**src/rtl/otsu_pkg.sv**
```systemverilog
// Package with the payload types, queue entry type and back-end state encoding.
package otsu_pkg;

  localparam int unsigned LumaW = 8;

  typedef struct packed {
    logic [7:0] red_level;
    logic [7:0] green_level;
    logic [7:0] blue_level;
    logic       frame_end;
  } pix_in_t;

  typedef struct packed {
    logic       is_dark;
    logic       frame_end_out;
    logic [7:0] threshold_used;
  } pix_out_t;

  typedef struct packed {
    logic [LumaW-1:0] luma;
    logic             is_dark;
    logic             frame_end;
    logic [LumaW-1:0] thr;
  } q_entry_t;

  typedef enum logic [3:0] {
    BK_IDLE,
    BK_PIX_UPD,
    BK_TOT_RD,
    BK_TOT_ACC,
    BK_SW_RD,
    BK_SW_ACC,
    BK_M_L,
    BK_M_R,
    BK_M_SQ,
    BK_M_D,
    BK_M_X1,
    BK_M_X2,
    BK_DONE
  } back_state_e;

endpackage

```
**src/rtl/otsu_fifo.sv**
```systemverilog
// Two-entry queue between the pixel front end and the histogram back end.
module otsu_fifo (
  input  logic              clk_i,
  input  logic              rst_ni,
  input  logic              push_i,
  input  otsu_pkg::q_entry_t push_data_i,
  output logic              full_o,
  input  logic              pop_i,
  output logic              empty_o,
  output otsu_pkg::q_entry_t head_o
);
  import otsu_pkg::*;

  q_entry_t   ent_q [2];
  logic       wr_ptr_q;
  logic       rd_ptr_q;
  logic [1:0] cnt_q;

  always_ff @(posedge clk_i or negedge rst_ni) begin
    if (!rst_ni) begin
      wr_ptr_q <= 1'b0;
      rd_ptr_q <= 1'b0;
      cnt_q    <= '0;
    end else begin
      if (push_i) begin
        wr_ptr_q <= ~wr_ptr_q;
      end
      if (pop_i) begin
        rd_ptr_q <= ~rd_ptr_q;
      end
      if (push_i && !pop_i) begin
        cnt_q <= cnt_q + 2'd1;
      end else if (pop_i && !push_i) begin
        cnt_q <= cnt_q - 2'd1;
      end
    end
  end

  always_ff @(posedge clk_i) begin
    if (push_i) begin
      ent_q[wr_ptr_q] <= push_data_i;
    end
  end

  assign full_o  = (cnt_q == 2'd2);
  assign empty_o = (cnt_q == 2'd0);
  assign head_o  = ent_q[rd_ptr_q];

endmodule

```
**config.mk**
```make
export PLATFORM = sky130hd
export DESIGN_NAME = otsu_fifo
export DESIGN_NICKNAME = d
export VERILOG_FILES = /design/src/rtl/otsu_pkg.sv /design/src/rtl/otsu_fifo.sv
export SDC_FILE = /design/constraint.sdc
export NUM_CORES = 1
export LEC_CHECK = 0
export BUFFER_PORTS_ARGS = -buffer_cell sky130_fd_sc_hd__buf_2
export CAP_MARGIN = 20
export CELL_PAD_IN_SITES_DETAIL_PLACEMENT = 0
export CELL_PAD_IN_SITES_GLOBAL_PLACEMENT = 1
export CORE_UTILIZATION = 25
export DETAILED_ROUTE_END_ITERATION = 8
export GPL_ROUTABILITY_DRIVEN = 0
export GPL_TIMING_DRIVEN = 0
export MAX_ROUTING_LAYER = met4
export PLACE_DENSITY = 0.5
export SYNTH_ARGS = -nofsm -noshare
export SYNTH_HDL_FRONTEND = slang
export SYNTH_SLANG_ARGS = --single-unit
```
**constraint.sdc**
```tcl
create_clock -name clk_i -period 1.8 [get_ports clk_i]
set_clock_uncertainty 0.2 [all_clocks]
set_input_delay 0.27 -clock clk_i [delete_from_list [all_inputs] [get_ports clk_i]]
set_output_delay 0.27 -clock clk_i [all_outputs]
set_load 0.02 [all_outputs]
```
==> run_results.csv <==
group,metric,value,unit
sta,worst_pin_slew,0.550,ns
synthesis,synthCells,72,
worst_setup_path,end_kind,"primary output",
sta,rsz0062_at_grt,"yes",
min_path,hold_class,"input pin to flop",
worst_setup_path,setup.worst_path.start,"rd_ptr_q",
global_route,grt_max_degree,19,
power_and_ir_drop,power,3.52,mW
synthesis,syn_avg_cell_area,21.3,sq um
synthesis,ys_ff_latch,40,
global_route,grt_pass1_vias,881,
worst_setup_path,r2r_cells,1,
worst_setup_path,crit_type,"flop to primary output",
finish,design_area,2340,sq um
global_route,grt_pass1_wl,4.15,mm
sta,fmax,538,MHz
synthesis,synth_nets,95,
sta,whs,0.0470,ns
worst_setup_path,slowest_delay,0.37,ns
global_route,grt_use_total,9.35,%
detailed_routing,drt-wirelength-per-cell,12.8,um
placement,port_buffers,41,
detailed_routing,drtAntennaViolNets,0,
die,fp.dieH,80.4,um
synthesis,yosysMostFrequentCell,"edfxtp_1",
sta,fin_crit,1.86,ns
die,die_area,6460,sq um
sta,fin_ws,-0.0589,ns
clocking,clock_latency,0.28,ns
power_and_ir_drop,power_density,1500,nW/um^2
clocking,cts-root-buf,"clkbuf_8",
worst_setup_path,crit_fanout,5,
power_and_ir_drop,vdd_drop_max,601,uV
synthesis,synth_common_cells,"edfxtp_1 (36), mux2_2 (9), mux2_4 (9), dfrtp_1 (4), xor2_1 (4)",
run_status,status,"finished with violations",
synthesis,ys_top_cells_by_area,"edfxtp_1 (70%), mux2_4 (8.8%), mux2_2 (6.6%)",
worst_setup_path,regToRegStartpoint,"wr_ptr_q",
finish,antenna_cells,0,
detailed_routing,first_iter_violations,9,
die,start_util,25.9,%
detailed_routing,drc,0,
die,dieWidth,80.4,um
synthesis,synth.distinct_cells,13,
synthesis,synth_top_flop_cell,"edfxtp_1",
detailed_routing,vias,889,
synthesis,yosysSeqAreaShare,76.9,%
global_route,overflow,0,
worst_setup_path,critPathSlowestCell,"dfrtp_1",
die,io_pins,42,
power_and_ir_drop,cellLeakagePower,0.963,nW
worst_setup_path,reg2reg_slack,0.32,ns
worst_setup_path,crit_chain,"buf_6 > clkbuf_16 > mux2_4 > buf_6",
finish,finalNetCount,168,
sta,hold_viol,0,
worst_setup_path,start_kind,"flop",
synthesis,yosysTopAreaCellShare,70.4,%
sta,slew_headroom,63.2,%
placement,hpwl,1.75,mm
worst_setup_path,crit_path_frequent_cell,"buf_6",
placement,placed_cell_area,1840,sq um
clocking,htree_levels,2,
synthesis,syn_area,1540,sq um
clocking,tritoncts,"done",
die,fp.coreArea,5920,sq um
die,num_rows,28,
clocking,cts.clk_slew.worst_paths,0.07,ns
clocking,cts.sinks,40,
global_route,grt_antenna_before_repair,0,
worst_setup_path,endpoint,"head_o[4]",
sta,setup_viol,17,
detailed_routing,drt_first_pass_iters,4,
sta,period_share,103,%
run_status,violations,"setup timing",
finish,layout-drive-gt1-share,51.4,%
worst_setup_path,r2r-end,"ent_q[0][1]",
worst_setup_path,crit_required,1.33,ns
finish,syn_to_final_growth,52.7,%
worst_setup_path,arrival,1.39,ns
synthesis,yosys_warnings,0,
sta,report.final.slew_viol_count,0,
detailed_routing,viasPerCell,4.02,
synthesis,synth_edf_count,36,
clocking,numCtsBuffers,5,
run,maxCapViolCount,0,
synthesis,yosys.area.top_type,"edfxtp_1",
clocking,clockBufferDepth,2,
synthesis,async_flop_share,10.0,%
detailed_routing,wl,2.83,mm
[worst min-delay path by stage]
stage	start	endpoint	slack (ns)	depth (start not counted)
finish	push_i	wr_ptr_q	0.05	2
global route	push_i	wr_ptr_q	0.06	2
CTS	push_i	wr_ptr_q	0.04	2
detailed placement	rst_ni	cnt_q[0]	-0.12	1
global placement	rst_ni	cnt_q[1]	-0.12	1
floorplan	rst_ni	cnt_q[0]	-0.23	0
[state kept, by name, summed over array words and instances (netlist names)]
signal,flops
wr_ptr_q,1
ent_q,36
cnt_q,2
rd_ptr_q,1
[metal layers]
metal / global-route usage [%] / part of all wire (%)
met3: 2.39 / 4.3
met1: 10.3 / 42
met5: - / 0
met2: 15.3 / 52
met4: 5.36 / 2.3
[placed cells by master (no fill, tap or decap), types with 2 or more instances in the layout]
master and instances:
buf_4 3, clkbuf_8 5, dlygate4sd3_1 20, buf_6 18, dfrtp_1 4, mux2_4 17, nor2_1 2, xor2_1 4
clkinv_2 2, buf_2 23, edfxtp_1 36, buf_12 3
[area by class of cell]
class / instances / area [sq um]
Multi-Input combinational cell: 29 / 358
Timing Repair Buffer: 66 / 594
Clock inverter: 3 / 13.8
Tap cell: 75 / 93.8
Inverter: 1 / 3.75
Fill cell: 557 / 3580
Clock buffer: 5 / 68.8
Sequential cell: 40 / 1180
Buffer: 2 / 31.3
[worst max-delay path, delay by kind of cell (launching register included)]
family	cells	cell delay (ns)
buffers and inverters	3	0.43
flip-flops	1	0.37
multiplexers	1	0.30
[through the flow]
step	utilization [%]	std cells	setup TNS (ns)	worst slack, ns
5_1_grt	39.6	221	-1.35	-0.101
4_1_cts	36.8	218	-0.867	-0.0789
6_report	39.6	221	-0.632	-0.0589
3_3_place_gp	31.0	188	-0.579	-0.0331
2_1_floorplan	-	72	0	0.305
3_5_place_dp	31.0	188	-0.370	-0.0213
[cell families (layout without fill, tap and decap cells)]
logic type	after synthesis	in the layout	share of synthesized area [%]
xor gates and xnor gates	5	5	2.85
adders and majority gates	1	1	0.815
buffers and inverters	3	77	2.28
DFF	40	40	76.9
muxes	18	18	15.4
and+or+nand+nor	5	5	1.71
[what timing repair did]
item	CTS	global route
endpoints found under the hold margin	41	0
resized for setup	6	39
setup endpoints to repair	27	17
hold buffers	20	0
cloned	0	1
buffers inserted	2	2
[where the power goes]
group | internal (mW) | switching, mW | total (mW)
registers | 1.25 | 0.0840 | 1.33
clock network | 0.263 | 0.296 | 0.559
logic | 0.919 | 0.708 | 1.63
total | 2.43 | 1.09 | 3.52
No activity file was read; power rests on OpenSTA's default activity.
