## src/rtl/otsu_pkg.sv

```systemverilog
// Package with the payload types, queue entry type and back-end state encoding.
package otsu_pkg;

  localparam int unsigned LumaW = 8;

  typedef struct packed {
    logic [7:0] red_level;
    logic [7:0] green_level;
    logic [7:0] blue_level;
    logic       frame_end;
  } pix_in_t;

  typedef struct packed {
    logic       is_dark;
    logic       frame_end_out;
    logic [7:0] threshold_used;
  } pix_out_t;

  typedef struct packed {
    logic [LumaW-1:0] luma;
    logic             is_dark;
    logic             frame_end;
    logic [LumaW-1:0] thr;
  } q_entry_t;

  typedef enum logic [3:0] {
    BK_IDLE,
    BK_PIX_UPD,
    BK_TOT_RD,
    BK_TOT_ACC,
    BK_SW_RD,
    BK_SW_ACC,
    BK_M_L,
    BK_M_R,
    BK_M_SQ,
    BK_M_D,
    BK_M_X1,
    BK_M_X2,
    BK_DONE
  } back_state_e;

endpackage

```

## src/rtl/otsu_front.sv

```systemverilog
// Front end: accepts pixels, computes luma and classifies against the threshold.
module otsu_front (
  input  logic               clk_i,
  input  logic               rst_ni,
  input  logic               in_valid_i,
  output logic               in_stall_o,
  input  otsu_pkg::pix_in_t  in_data_i,
  input  logic [7:0]         thr_i,
  input  logic               sweep_done_i,
  input  logic               full_i,
  output logic               push_o,
  output otsu_pkg::q_entry_t push_data_o
);
  import otsu_pkg::*;

  logic        hold_q;
  logic [15:0] mix;
  logic [7:0]  luma;

  assign mix = 16'(in_data_i.red_level) * 16'd76
             + 16'(in_data_i.green_level) * 16'd150
             + 16'(in_data_i.blue_level) * 16'd30;
  assign luma = mix[15:8];

  assign in_stall_o = hold_q || full_i;
  assign push_o     = in_valid_i && !in_stall_o;

  assign push_data_o.luma      = luma;
  assign push_data_o.is_dark   = (luma < thr_i);
  assign push_data_o.frame_end = in_data_i.frame_end;
  assign push_data_o.thr       = thr_i;

  // A frame end holds the input until the new threshold is in place.
  always_ff @(posedge clk_i or negedge rst_ni) begin
    if (!rst_ni) begin
      hold_q <= 1'b0;
    end else if (sweep_done_i) begin
      hold_q <= 1'b0;
    end else if (push_o && in_data_i.frame_end) begin
      hold_q <= 1'b1;
    end
  end

endmodule

```

## config.mk

```make
export PLATFORM = sky130hd
export DESIGN_NAME = otsu_front
export DESIGN_NICKNAME = d
export VERILOG_FILES = /design/src/rtl/otsu_pkg.sv /design/src/rtl/otsu_front.sv
export SDC_FILE = /design/constraint.sdc
export NUM_CORES = 1
export LEC_CHECK = 0
export BUFFER_PORTS_ARGS = -buffer_cell sky130_fd_sc_hd__buf_2
export CORE_MARGIN = 1
export CORE_UTILIZATION = 50
export CTS_CLUSTER_DIAMETER = 50
export DETAILED_ROUTE_END_ITERATION = 12
export PLACE_DENSITY = 0.75
export REMOVE_ABC_BUFFERS = 1
export SYNTH_ARGS = -nofsm -noshare
export SYNTH_HDL_FRONTEND = slang
export SYNTH_SLANG_ARGS = --single-unit
```

## constraint.sdc

```tcl
create_clock -name clk_i -period 6.7 [get_ports clk_i]
set_input_delay 0.67 -clock clk_i [delete_from_list [all_inputs] [get_ports clk_i]]
set_output_delay 0.67 -clock clk_i [all_outputs]
set_load 0.01 [all_outputs]
```

==> impl_metrics.ini, run 1 <==
[run_status]
outcome = finished, violations left
violations = negative setup slack

[die]
die_h_um = 85.5
coreArea_sq_um = 6760
initial_core_util = 0.516
rows = 30
ios = 58
die_area_sq_um = 7310
die_width_um = 85.5

[synthesis]
yosysWarnings = 0
ys_ff_latch = 1
syn-cell-area_sq_um = 3490
ys_seq_area_frac = 0.00717
synth-async-reset-ratio = 1.00
synth.area.top_cells = ha_1 (33%), fa_1 (20%), inv_1 (9.4%)
synthCells = 408
yosys.area.top_type_share = 0.334
synth_area_leader_cell = ha_1
avgSynthCellArea_sq_um = 8.55
synth_edf_count = 0
post_synth_num_cell_types = 46
synth_ff_type = dfrtp_1

[critical_path]
cp-startpoint = in_data_i[13]
cp-endpoint = push_data_o[9]
rrSetupSlack_ns = 5.72
r2r-start = hold_q
crit_required_ns = 6.03
r2r_cells = 4
cp_max_fo = 4
startpoint_type = input pin
crit_type = input pin to output pin
crit_arrival_ns = 6.06
critPathCaptureType = output pin
r2r-end = hold_q

[layout]
reg_top3 = hold_q x1
final_cell_mix = ha_1 (89), inv_1 (82), buf_2 (57)
syn_to_final_growth_pct = 20.3
largest_register_ffs = 1
layout.nets = 653
final_common_cell = ha_1
regMostFlops = hold_q
diodes = 0
drive_gt1_frac = 0.258

[clock_tree]
worstSkewPairLatency_ns = 0
path_clk_slew_ns = 0

[routing]
vias = 3002
drc = 0
ant_nets = 0
drt_iter0_markers = 67
routedWlPerCell_um = 12.6
routed_wl_mm = 7.12
vias_per_cell = 5.31
dr.pass1.iters = 4

[global_route]
antenna_found_initial = 0
grt_pass1_wl_mm = 12.4
grt_max_degree = 7
grt_pass1_vias = 3033
grt_usage = 0.201
grt_overflow = 0

[hold_path]
hold_class = input pin to asynchronous set/reset pin

[placed_design]
gp_congestion = 0.816
place_ws_ns = -0.372
hpwlAfterDp_mm = 6.21
numPortBuffers = 57

[sta]
setup_ws_ns = -0.0279
fmax_ghz = 0.149
rsz0062_at_grt = true
worst_pin_slew_ns = 0.502
final_max_slew_viol_count = 0
relSlewSlack = 0.657
finClkSkew_ns = 0
hold_viol_final = 0
min_period_ns = 6.73
setup_viol = 1
fin_crit_sh = 1.00

[job]
cap_violations = 0
[synth_stat cells (2+ instances only)]
library cell  number
a211oi_1           3
a21o_1             9
a21oi_1           25
a31oi_1            2
and3_1             4
buf_4              9
fa_1              35
ha_1              93
inv_1             87
nand2_1           13
nand2b_1           4
nand3_1            2
nand3b_1           3
nand4_1            2
nand4b_1           2
nor2_1            16
nor2b_1            6
nor3_1             6
nor4_1             6
o211ai_1           3
o21a_1             6
o21ai_0           12
o21ai_1            2
o21bai_1           4
o31a_1             3
or2_2              3
xnor2_1           17
xor2_1            13
[critical path, cell delays in order]
cell,delay [ns]
buf_2,0.12
ha_4,0.25
ha_4,0.26
inv_2,0.03
fa_1,0.48
fa_1,0.55
inv_2,0.05
ha_4,0.24
o21a_1,0.10
o21ai_1,0.13
nand2b_1,0.09
a31o_4,0.23
a21oi_4,0.16
xor2_2,0.20
fa_1,0.45
inv_2,0.08
ha_4,0.21
a211oi_4,0.25
o21bai_2,0.13
nor4_2,0.27
nor3_2,0.09
xnor2_1,0.15
ha_1,0.30
nand4_1,0.11
a21oi_2,0.11
o21ai_1,0.06
and3b_1,0.16
buf_2,0.13
[worst min-delay path by stage]
| stage | startpoint | endpoint | depth (start not counted) |
|---|---|---|---|
| 2_1_floorplan | rst_ni | hold_q | 0 |
| 3_3_place_gp | rst_ni | hold_q | 1 |
| 3_5_place_dp | rst_ni | hold_q | 1 |
| 4_1_cts | rst_ni | hold_q | 1 |
| 5_1_grt | rst_ni | hold_q | 1 |
| 6_report | rst_ni | hold_q | 1 |
[area by class of cell]
type | instances | area [sq um]
Sequential cell | 1 | 25.0
Tap cell | 80 | 100
Fill cell | 596 | 2560
Timing Repair Buffer | 86 | 503
Multi-Input combinational cell | 311 | 3240
Inverter | 87 | 327
[layer usage]
| layer | vias to the layer above | track usage | routed length [um] |
|---|---|---|---|
| li1 | 1525 | - | - |
| met1 | 1413 | 0.251 | 3120 |
| met2 | 54 | 0.392 | 3740 |
| met3 | 10 | 0.00385 | 139 |
| met4 | 0 | 0.0288 | 122 |
| met5 | - | 0 | 0 |
[cell families (layout without fill, tap and decap cells)]
family	count (synthesis)	after routing	synth area share
adders and majority gates	128	128	0.534
and+or+nand+nor	74	74	0.118
AOI/OAI and AO/OA	79	79	0.152
xor gates and xnor gates	30	30	0.0753
DFF	1	1	0.00717
buffers and inverters	96	173	0.113
[stage by stage]
step	hold slack [ns]	cell area (sq um)	util	TNS [ns]	instances
finish	0.444	4200	0.621	-0.0279	565
global route	0.449	4200	0.621	-0.348	565
CTS	0.445	4060	0.601	-0.0865	562
detailed placement	0.445	3990	0.591	-0.372	561
global placement	0.445	3990	0.591	-0.177	561
floorplan	0.374	3420	-	0	399
[what timing repair did]
item,4_1_cts,5_1_grt
hold buffers,0,0
gates resized for setup,13,28
setup endpoints to repair,1,1
gates cloned,0,0
pin swaps,10,21
buffers inserted,1,3
Power of run 1 is left out: the tool's default activity adds up to more than one toggle a clock period on the data nets, which glitch-free logic cannot reach.
==> run 2, diff against run 1 <==
ABC_AREA = 1   (was unset)
TNS_END_PERCENT = 100   (was unset)
==> impl_metrics.ini, run 2 <==
[layout]
multi_input_area_sq_um = 3130
layout.nets = 681
final_cell_mix = inv_1 (105), ha_1 (88), nand2_1 (75)
diodes = 0
reg_top3 = hold_q x1
ff_latch_area_sq_um = 25.0
syn_to_final_growth_pct = 13.0
regMostFlops = hold_q
drive_gt1_frac = 0.154
n_fill_cell = 627
largest_register_ffs = 1
final_common_cell = inv_1

[sta]
min_period_ns = 6.37
setup_ws_ns = 0.330
rsz0062_at_grt = false
hold_viol_final = 0
worst_pin_slew_ns = 0.400
relSlewSlack = 0.730
final_max_slew_viol_count = 0
fin_crit_sh = 0.951
finalSetupTns_ns = 0
setup_viol = 0
fmax_ghz = 0.157
finClkSkew_ns = 0

[run_status]
violations = design-rule violations
outcome = finished, violations left

[global_route]
grt_pass1_vias = 2937
grt_usage = 0.200
grt_max_degree = 7
antenna_found_initial = 0
grt_overflow = 0
grt_pass1_wl_mm = 12.3

[die]
initial_core_util = 0.517
die_h_um = 85.8
coreArea_sq_um = 6790
ios = 58
rows = 30
die_width_um = 85.8
die_area_sq_um = 7360

[routing]
dr.pass1.iters = 8
vias = 3066
drc = 1
routed_wl_mm = 6.98
drt_iter0_markers = 50
vias_per_cell = 5.03
routedWlPerCell_um = 11.5
ant_nets = 0

[clock_tree]
holdBufCountCts = 0
path_clk_slew_ns = 0
worstSkewPairLatency_ns = 0

[synthesis]
ys_seq_area_frac = 0.00713
yosys.area.top_type_share = 0.332
synth_area_leader_cell = ha_1
ys_ff_latch = 1
syn-cell-area_sq_um = 3510
post_synth_num_cell_types = 27
yosysWarnings = 0
synth-simple-area-share = 0.142
synth-async-reset-ratio = 1.00
synth_compound_area_frac = 0.111
synth_ff_type = dfrtp_1
synth_top_family_by_area = adder cells
synth.top_cells.by_count = inv_1 (105), ha_1 (93), nand2_1 (75)
synth_xor_area_frac = 0.0774
synth.mux.area_fraction = 0
synthCells = 464
yosysMostFrequentCell = inv_1
synth_edf_count = 0
synth.area.top_cells = ha_1 (33%), fa_1 (20%), inv_1 (11%)
synth_fa_ha_area_frac = 0.531
avgSynthCellArea_sq_um = 7.56

[critical_path]
rrSetupSlack_ns = 5.71
crit_arrival_ns = 5.70
r2r_cells = 4
crit_type = input pin to output pin
startpoint_type = input pin
critPathCaptureType = output pin
r2r-start = hold_q
r2r-end = hold_q
crit_required_ns = 6.03
cp_max_fo = 5

[hold_path]
hold_class = input pin to asynchronous set/reset pin

[placed_design]
place_ws_ns = 0.0900
numPortBuffers = 57
hpwlAfterDp_mm = 6.40
gp_congestion = 0.925

[job]
cap_violations = 0
run 2: cell types whose count changed in the layout (fill, tap and decap cells not counted), moves of 5 or more:
| cell | change |
|---|---|
| xnor2_1 | -6 |
| nand2_1 | +62 |
| nand3_1 | +14 |
| inv_2 | -5 |
| nor2b_1 | -6 |
| o21a_1 | -6 |
| o21ai_0 | +5 |
| xor2_1 | +6 |
| buf_4 | -28 |
| o21ai_1 | -5 |
| inv_1 | +23 |
| a21oi_1 | +19 |
| a21o_1 | -7 |
| nor2_1 | +5 |
run 2: final cells by class:
type	instances	area share
multi-input combinational	349	0.790
inverter	105	0.0994
timing repair buffer	58	0.0738
tap	96	0.0303
sequential	1	0.00631
run 2: worst max path at each step:
stage | endpoint | cells past startpoint | slack (ns) | from
after floorplan | push_data_o[9] | 25 | 0.46 | in_data_i[13]
after global placement | push_data_o[9] | 26 | 0.15 | in_data_i[13]
after detailed placement | push_data_o[9] | 26 | 0.09 | in_data_i[13]
after CTS | push_data_o[9] | 27 | 0.08 | in_data_i[13]
after global routing | push_data_o[9] | 28 | 0.02 | in_data_i[13]
final | push_data_o[9] | 26 | 0.33 | in_data_i[13]
run 2: cell families (layout without fill, tap and decap cells):
family,after synthesis,in the layout
AOI/OAI and AO/OA,69,69
xor gates and xnor gates,31,31
and+or+nand+nor,121,121
DFF,1,1
buffers and inverters,114,163
adders and majority gates,128,128
run 2: critical path, cell delays in order:
cell,delay (ns)
buf_2,0.14
ha_1,0.30
ha_1,0.27
inv_1,0.05
fa_1,0.49
fa_1,0.51
inv_1,0.04
ha_2,0.33
a21oi_2,0.15
inv_1,0.08
a31oi_4,0.19
o21ai_2,0.10
xnor2_1,0.15
fa_1,0.51
inv_1,0.06
ha_4,0.29
nand2_1,0.07
inv_1,0.09
nand3_1,0.06
o21ai_1,0.20
xor2_1,0.21
ha_1,0.27
a21oi_1,0.13
o21ai_0,0.08
a21oi_1,0.11
buf_2,0.14
run 2: metal layers:
layer  track usage  routed length [um]  vias up
li1              -                   -     1585
met1         0.266                3190     1392
met2         0.366                3400       75
met3        0.0106                 249       14
met4        0.0333                 135        0
met5             0                   0        -
run 2: what timing repair did:
item | in CTS | in global routing
setup buffers | 0 | 1
gates resized for setup | 0 | 21
endpoints found under the setup margin | 0 | 1
run 2: metrics by stage:
step | util | hold slack, ns | instances | area, sq um
detailed placement | 0.566 | 0.449 | 608 | 3850
finish | 0.584 | 0.448 | 609 | 3970
CTS | 0.566 | 0.449 | 608 | 3850
floorplan | - | 0.374 | 455 | 3440
global route | 0.584 | 0.452 | 609 | 3970
global placement | 0.566 | 0.446 | 608 | 3850
Power of run 2 is left out for the same reason.
==> run 3, diff against run 2 <==
CTS_CLUSTER_DIAMETER = 120   (was 50)
GPL_TIMING_DRIVEN = 0   (was unset)
==> impl_metrics.ini, run 3 (synthesis gave the netlist of run 2 again) <==
[global_route]
antenna_found_initial = 0
grt_usage = 0.187
grt_pass1_vias = 2849
grt_pass1_wl_mm = 11.5
grt_max_degree = 7
grt_overflow = 0

[routing]
vias = 3056
drt_iter0_markers = 70
dr.pass1.iters = 4
ant_nets = 0
routed_wl_mm = 6.97
wl_met2_mm = 3.50
drc = 0
routedWlPerCell_um = 11.4
maxUsedRoutingLayer = met4
wl_met1_mm = 3.26
met3RoutedLength_um = 149
vias_per_cell = 4.99

[run_status]
outcome = completed

[sta]
relSlewSlack = 0.759
final_max_slew_viol_count = 0
worst_pin_slew_ns = 0.358
fin_crit_sh = 0.955
setup_viol = 0
hold_viol_final = 0
finClkSkew_ns = 0
min_period_ns = 6.40
fmax_ghz = 0.156
hold_ws_ns = 0.448

[layout]
reg_top3 = hold_q x1
final_cell_mix = inv_1 (103), ha_1 (88), nand2_1 (73)
diodes = 0
largest_register_ffs = 1
final_util = 0.589
layout.nets = 685
drive_gt1_frac = 0.166
final_common_cell = inv_1
regMostFlops = hold_q
syn_to_final_growth_pct = 14.0
stdcell_area_sq_um = 4000

[die]
die_area_sq_um = 7360
initial_core_util = 0.517
rows = 30
ios = 58
coreArea_sq_um = 6790
die_width_um = 85.8
die_h_um = 85.8

[clock_tree]
worstSkewPairLatency_ns = 0
path_clk_slew_ns = 0
holdBufCountCts = 0

[critical_path]
crit_type = input pin to output pin
crit_arrival_ns = 5.73
cp_max_fo = 6
path_delay_family = adder cells
critPathCaptureType = output pin
crit_slowest_cell = fa_1
crit_required_ns = 6.03
slowest_delay_ns = 0.49
critical_path_buf_inv_count = 7
startpoint_type = input pin

[placed_design]
placed_area_sq_um = 3850
hpwlAfterDp_mm = 6.21
numPortBuffers = 57
gp_congestion = 0.946

[hold_path]
hold_class = input pin to asynchronous set/reset pin

[job]
cap_violations = 0
## run 3: cell count changes in the layout (fill, tap and decap cells not counted)
cell	previous run	this run
buf_4	1	5
clkinvlp_4	0	2
inv_1	105	103
nand2_1	75	73
nand2_2	0	2
o2111ai_1	1	2
o2111ai_2	1	0
## run 3: final cells by class
type,instances,area (sq um)
fill,631,2790
sequential,1,25.0
tap,96,120
timing repair buffer,62,323
multi-input combinational,349,3130
inverter,105,402
## run 3: worst paths after layout
kind / from / endpoint / slack [ns] / cells after the start
setup reg to reg: hold_q / hold_q / 5.70 / 4
min in group clk_i: hold_q / hold_q / 0.49 / 2
setup / recovery: in_data_i[12] / push_data_o[9] / 0.30 / 30
hold reg to reg: hold_q / hold_q / 0.49 / 2
hold / removal: rst_ni / hold_q / 0.45 / 1
max in group asynchronous: rst_ni / hold_q / 6.16 / 1
## run 3: metal layers
layer  GRT usage  vias to the layer above
met5           0                        -
met1       0.255                     1403
met2       0.347                       61
met4      0.0152                        0
li1            -                     1588
met3    0.000962                        4
## run 3: what timing repair did
action	in CTS	in global routing
pin swaps	0	8
gates resized for setup	1	24
buffers inserted	0	5
endpoints found under the setup margin	1	1
## run 3: per-stage QoR
| step | setup TNS, ns | cells | worst slack [ns] |
|---|---|---|---|
| after floorplan | 0 | 455 | 0.458 |
| after global placement | 0 | 608 | 0.0697 |
| after detailed placement | -0.000548 | 608 | -0.000548 |
| after CTS | 0 | 608 | 0.0262 |
| after global routing | -0.0112 | 613 | -0.0112 |
| final | 0 | 613 | 0.305 |
Power of run 3 is left out for the same reason.
